**src/rtl/assert_macros.svh**
```systemverilog
// assertion macros used by the top-level rtl file
`ifndef ASSERT_MACROS_SVH
`define ASSERT_MACROS_SVH

// same-cycle implication, ignored while reset is high
`define TLPT_ASSERT_IMPLIES(name, clk, rst, ante, cons) \
   name: assert property (@(posedge clk) disable iff (rst) (ante) |-> (cons)) \
      else $error("tlpt assertion failed");

// next-cycle implication, ignored while reset is high
`define TLPT_ASSERT_NEXT(name, clk, rst, ante, cons) \
   name: assert property (@(posedge clk) disable iff (rst) (ante) |=> (cons)) \
      else $error("tlpt assertion failed");

`endif

```
**src/rtl/tlpt_pkg.sv**
```systemverilog
// types and constants of the two-level page table engine
`default_nettype none

package tlpt_pkg;

   localparam int unsigned PG_SHIFT    = 12;
   localparam int unsigned SLOT_SHIFT  = 22;
   localparam int unsigned SUB_BITS    = 10;
   localparam int unsigned SUB_ENTRIES = 1024;
   localparam int unsigned PG_BITS     = 20;
   localparam int unsigned DUMMY_BITS  = 27;
   localparam int unsigned PHYS_BITS   = 39;
   localparam int unsigned DONE_BITS   = 15;

   localparam logic [DONE_BITS-1:0] DONE_MAX = '1;

   // request op codes
   localparam logic [1:0] OP_MAP   = 2'd0;
   localparam logic [1:0] OP_UNMAP = 2'd1;
   localparam logic [1:0] OP_XLATE = 2'd2;
   localparam logic [1:0] OP_NONE  = 2'd3;

   // result status codes
   localparam logic [1:0] ST_OK        = 2'd0;
   localparam logic [1:0] ST_UNALIGNED = 2'd1;
   localparam logic [1:0] ST_RANGE     = 2'd2;
   localparam logic [1:0] ST_HOLE      = 2'd3;

   typedef struct packed {
      logic [1:0]  op;
      logic [31:0] io_address;
      logic [38:0] phys_address;
      logic [31:0] length_bytes;
   } req_type;

   typedef struct packed {
      logic [1:0]  status;
      logic [38:0] phys_result;
      logic [14:0] pages_done;
   } rsp_type;

   // request classification handed from the checker to the walker
   typedef struct packed {
      logic       quick;
      logic [1:0] status;
   } chk_type;

endpackage

`default_nettype wire

```
**src/rtl/tlpt_check.sv**
```systemverilog
// request checker: alignment and window tests of an incoming request
`default_nettype none

module tlpt_check #(
   parameter int unsigned FIRST_LEVEL_SLOTS = 16
) (
   input  tlpt_pkg::req_type req,
   output tlpt_pkg::chk_type chk
);

   localparam logic [32:0] WINDOW = 33'(FIRST_LEVEL_SLOTS) << tlpt_pkg::SLOT_SHIFT;

   logic [32:0] io_ext;
   logic [32:0] end_addr;
   logic        beyond;
   logic        over;
   logic [11:0] align_low;

   assign io_ext    = {1'b0, req.io_address};
   assign end_addr  = io_ext + {1'b0, req.length_bytes};
   assign beyond    = io_ext >= WINDOW;
   assign over      = beyond || (end_addr > WINDOW);
   assign align_low = req.io_address[11:0] | req.length_bytes[11:0]
                    | ((req.op == tlpt_pkg::OP_MAP) ? req.phys_address[11:0] : 12'd0);

   always_comb begin
      chk.quick  = 1'b0;
      chk.status = tlpt_pkg::ST_OK;
      unique case (req.op) inside
         tlpt_pkg::OP_MAP, tlpt_pkg::OP_UNMAP: begin
            if (align_low != 12'd0) begin
               chk.quick  = 1'b1;
               chk.status = tlpt_pkg::ST_UNALIGNED;
            end else if (over) begin
               chk.quick  = 1'b1;
               chk.status = tlpt_pkg::ST_RANGE;
            end
         end
         tlpt_pkg::OP_XLATE: begin
            if (beyond) begin
               chk.quick  = 1'b1;
               chk.status = tlpt_pkg::ST_RANGE;
            end
         end
         tlpt_pkg::OP_NONE: begin
            chk.quick = 1'b1;
         end
      endcase
   end

endmodule

`default_nettype wire

```
**config.mk**
```make
export PLATFORM = sky130hd
export DESIGN_NAME = tlpt_check
export DESIGN_NICKNAME = d
export VERILOG_FILES = /design/src/rtl/assert_macros.svh /design/src/rtl/tlpt_pkg.sv /design/src/rtl/tlpt_check.sv
export SDC_FILE = /design/constraint.sdc
export NUM_CORES = 1
export LEC_CHECK = 0
export ABC_AREA = 1
export BUFFER_PORTS_ARGS = -buffer_cell sky130_fd_sc_hd__buf_2
export CORE_ASPECT_RATIO = 1.2
export CORE_MARGIN = 2
export CORE_UTILIZATION = 40
export DETAILED_ROUTE_END_ITERATION = 7
export PLACE_DENSITY_LB_ADDON = 0.1
export SLEW_MARGIN = 20
export SYNTH_ARGS = -nofsm -noshare
export SYNTH_HDL_FRONTEND = slang
export SYNTH_SLANG_ARGS = --single-unit
export TNS_END_PERCENT = 10
```
**constraint.sdc**
```tcl
create_clock -name vclk -period 3.07
set_clock_uncertainty 0.05 [all_clocks]
set_input_delay 0.1535 -clock vclk [all_inputs]
set_output_delay 0.1535 -clock vclk [all_outputs]
set_load 0.005 [all_outputs]
```
==> report_table.html <==
<table>
<tr><th>Metric</th><th>Value</th></tr>
<tr><th colspan="2">Setup path</th></tr>
<tr><td>Crit path capture type</td><td>output port</td></tr>
<tr><td>WP buf/inv</td><td>3</td></tr>
<tr><td>CP startpoint kind</td><td>input port</td></tr>
<tr><td>Max incr delay on CP</td><td>420 ps</td></tr>
<tr><td>Worst-path fanout max</td><td>4</td></tr>
<tr><td>Master of the slowest instance on the critical path</td><td>fa_1</td></tr>
<tr><td>Crit-path leading delay family</td><td>simple AND/OR/NAND/NOR gates</td></tr>
<tr><td>Required @ worst endpoint</td><td>2870 ps</td></tr>
<tr><td>Crit-path most repeated cell</td><td>nand2_1</td></tr>
<tr><td>Critical path start-end classification</td><td>in2out</td></tr>
<tr><td>Arrival time of data at the critical path endpoint</td><td>around 2500 ps</td></tr>
<tr><td>Cell breakdown of the critical path</td><td>buf_2 &gt; ha_1 &gt; fa_1 &gt; nand2_1 &gt; nand2_1 &gt; nand3_1 &gt; nand2_1 &gt; nand2_1 &gt; nand3_1 &gt; nand2_1 &gt; nand2_1 &gt; nor2_1 &gt; nand2_1 &gt; nor2_1 &gt; nand3_1 &gt; nand2_1 &gt; nand3_1 &gt; nand2_1 &gt; inv_1 &gt; buf_2</td></tr>
<tr><th colspan="2">Timing</th></tr>
<tr><td>Relative slew slack</td><td>0.700</td></tr>
<tr><td>Ratio of final minimum period to clock period</td><td>0.871</td></tr>
<tr><td>Setup violators final</td><td>0</td></tr>
<tr><td>Final-layout worst hold slack</td><td>roughly 550 ps</td></tr>
<tr><td>Final worst path period need</td><td>between 2000 and 3000 ps</td></tr>
<tr><td>Max-slew violations</td><td>0</td></tr>
<tr><td>RSZ-0062 raised after global routing</td><td>no</td></tr>
<tr><td>Setup TNS Final</td><td>0 ps</td></tr>
<tr><td>Final Hold Fails</td><td>0</td></tr>
<tr><td>F_max</td><td>374 MHz</td></tr>
<tr><td>Least-Margin Pin Slew</td><td>between 400 and 500 ps</td></tr>
<tr><th colspan="2">Floorplan</th></tr>
<tr><td>Die area</td><td>between 0.007 and 0.008 mm^2</td></tr>
<tr><td>Initial cell density of the core</td><td>0.412</td></tr>
<tr><td>Std-Cell Core Area</td><td>around 0.0068 mm^2</td></tr>
<tr><td>Floorplan row count</td><td>33</td></tr>
<tr><td>Top-Level Pins</td><td>around 110</td></tr>
<tr><td>Width of the die</td><td>around 80 um</td></tr>
<tr><td>Die span in y</td><td>95.8 um</td></tr>
<tr><th colspan="2">Layout</th></tr>
<tr><td>Layout Utilization</td><td>0.488</td></tr>
<tr><td>Share of layout cells above drive strength 1</td><td>0.151</td></tr>
<tr><td>Cell area after layout</td><td>~0.0033 mm^2</td></tr>
<tr><td>Sequential cell count</td><td>0</td></tr>
<tr><td>Number of cells in the finished layout apart from fillers</td><td>between 700 and 800</td></tr>
<tr><td>Register cell area after layout</td><td>0 um^2</td></tr>
<tr><td>Most common cell after layout, fill and taps aside</td><td>nand2_1</td></tr>
<tr><td>Area added between synthesis and finish</td><td>18.3%</td></tr>
<tr><td>Commonest cells after routing, fill and taps aside</td><td>nand2_1 (215), inv_1 (122), buf_2 (81)</td></tr>
<tr><td>Number of inserted diodes</td><td>0</td></tr>
<tr><td>Final layout net count</td><td>approximately 800</td></tr>
<tr><td>CLK BUF</td><td>0</td></tr>
<tr><th colspan="2">Min path</th></tr>
<tr><td>Class of the tightest hold or removal check</td><td>in2out</td></tr>
<tr><th colspan="2">Global route</th></tr>
<tr><td>Global-route wire length before repair</td><td>roughly 13 mm</td></tr>
<tr><td>Grt ovf</td><td>0</td></tr>
<tr><td>Number of global-route vias before repair</td><td>~3100</td></tr>
<tr><td>Number of antenna violations at the first check in global routing</td><td>0</td></tr>
<tr><td>Maximum number of pins on one net before global-route repair</td><td>7</td></tr>
<tr><td>Total track usage</td><td>0.206</td></tr>
<tr><th colspan="2">Synth</th></tr>
<tr><td>Xor and xnor fraction of the mapped netlist area</td><td>0.00623</td></tr>
<tr><td>Number of warnings reported in the yosys synthesis log</td><td>0</td></tr>
<tr><td>Post-Synthesis Cell Area</td><td>about 0.0028 mm^2</td></tr>
<tr><td>Proportion of synthesized chip area in sequential cells</td><td>0</td></tr>
<tr><td>Post-synthesis mux area share</td><td>0</td></tr>
<tr><td>Adder and majority gate portion of the synthesized area</td><td>0.203</td></tr>
<tr><td>Post-synthesis instance total</td><td>569</td></tr>
<tr><td>Synthesized-area fraction occupied by ao, oa, aoi and oai cells</td><td>0.0886</td></tr>
<tr><td>Unique cell type count in the Yosys netlist</td><td>30</td></tr>
<tr><td>Mean instance size in the synthesized netlist</td><td>between 4 and 5 um^2</td></tr>
<tr><td>Post-Synthesis Net Count</td><td>between 700 and 800</td></tr>
<tr><td>Simple-gate area share of the yosys netlist</td><td>0.537</td></tr>
<tr><td>Largest family of logic cells by synthesized area</td><td>simple AND/OR/NAND/NOR gates</td></tr>
<tr><th colspan="2">Drt</th></tr>
<tr><td>Average wire per cell in the routed design</td><td>approximately 11 um</td></tr>
<tr><td>ANT nets after route</td><td>0</td></tr>
<tr><td>Number of vias per cell after detailed routing</td><td>around 4.8</td></tr>
<tr><td>Total wirelength of the detailed-routed design</td><td>about 8 mm</td></tr>
<tr><td>Vias after detailed routing</td><td>between 3000 and 4000</td></tr>
<tr><td>Drt first-iter violations</td><td>139</td></tr>
<tr><td>Total iterations of the first detailed-routing run</td><td>4</td></tr>
<tr><td>DRC Markers</td><td>0</td></tr>
<tr><th colspan="2">Placement</th></tr>
<tr><td>Post-Place Cells</td><td>approximately 740</td></tr>
<tr><td>Dpl cell area</td><td>around 0.0033 mm^2</td></tr>
<tr><td>Buffers on Ports</td><td>81</td></tr>
<tr><td>Detailed placer's ending HPWL</td><td>~7.4 mm</td></tr>
<tr><td>Weighted congestion at the end of routability-driven global placement</td><td>approximately 0.95</td></tr>
<tr><th colspan="2">Pwr</th></tr>
<tr><td>Total power density per cell area</td><td>about 170 mW/mm^2</td></tr>
<tr><td>Leakage power summed over all cells</td><td>2.14 nW</td></tr>
<tr><td>VDD IR max</td><td>around 0.060 mV</td></tr>
<tr><th colspan="2">Run status</th></tr>
<tr><td>Status</td><td>finished, final reports clean</td></tr>
<tr><th colspan="2">Clock network</th></tr>
<tr><td># hold bufs at CTS</td><td>0</td></tr>
<tr><td>Post-CTS setup buffers</td><td>0</td></tr>
<tr><td>Number of gates given a new drive strength after cts</td><td>0</td></tr>
<tr><th colspan="2">Flow run</th></tr>
<tr><td>Number of maximum-capacitance constraint violations</td><td>0</td></tr>
</table>
## synth_stat cells (2+ instances only)
cell	n	share of area
xor2_1	2	0.0062
a21oi_1	29	0.052
nand4_1	13	0.029
ha_1	44	0.20
nand3_1	42	0.075
nor4_1	6	0.013
o21ai_0	10	0.018
nor3_2	3	0.011
nor3_1	4	0.0071
inv_1	122	0.16
nor2_1	50	0.067
nand3b_1	5	0.013
nand2_1	215	0.29
nor2_2	4	0.0089
nand2_2	5	0.011
## through the flow
stage	setup slack, ps	power (mW)
2_1_floorplan	928	0.388
3_3_place_gp	453	0.545
3_5_place_dp	414	0.550
4_1_cts	413	0.554
5_1_grt	108	0.632
6_report	396	0.552
## routing by layer
layer,track usage,part of all wire,up-vias
met5,0,0,-
met1,0.227,0.42,1528
li1,-,-,1935
met4,0.0636,0.035,0
met2,0.419,0.52,58
met3,0.00281,0.029,14
## cell families after synthesis
group / after synthesis
xor+xnor: 2
simple gates: 352
compound gates: 46
fa+ha+maj: 45
buf+inv: 124
## final cells by class
| class | count | area, um^2 |
|---|---|---|
| timing repair buffer | 81 | 405 |
| inverter | 124 | 465 |
| multi-input combinational | 445 | 2340 |
| fill | 807 | 3490 |
| tap | 87 | 109 |
## final timing paths
| check | from | to | cells past startpoint |
|---|---|---|---|
| hold / removal | req[104] | chk[0] | 3 |
| setup / recovery | req[0] | chk[2] | 20 |
## report_power, final
group	total (mW)	internal, mW	switching, mW
combinational	0.552	0.206	0.346
clock	0	0	0
sequential	0	0	0
No activity file was read; power rests on OpenSTA's default activity.
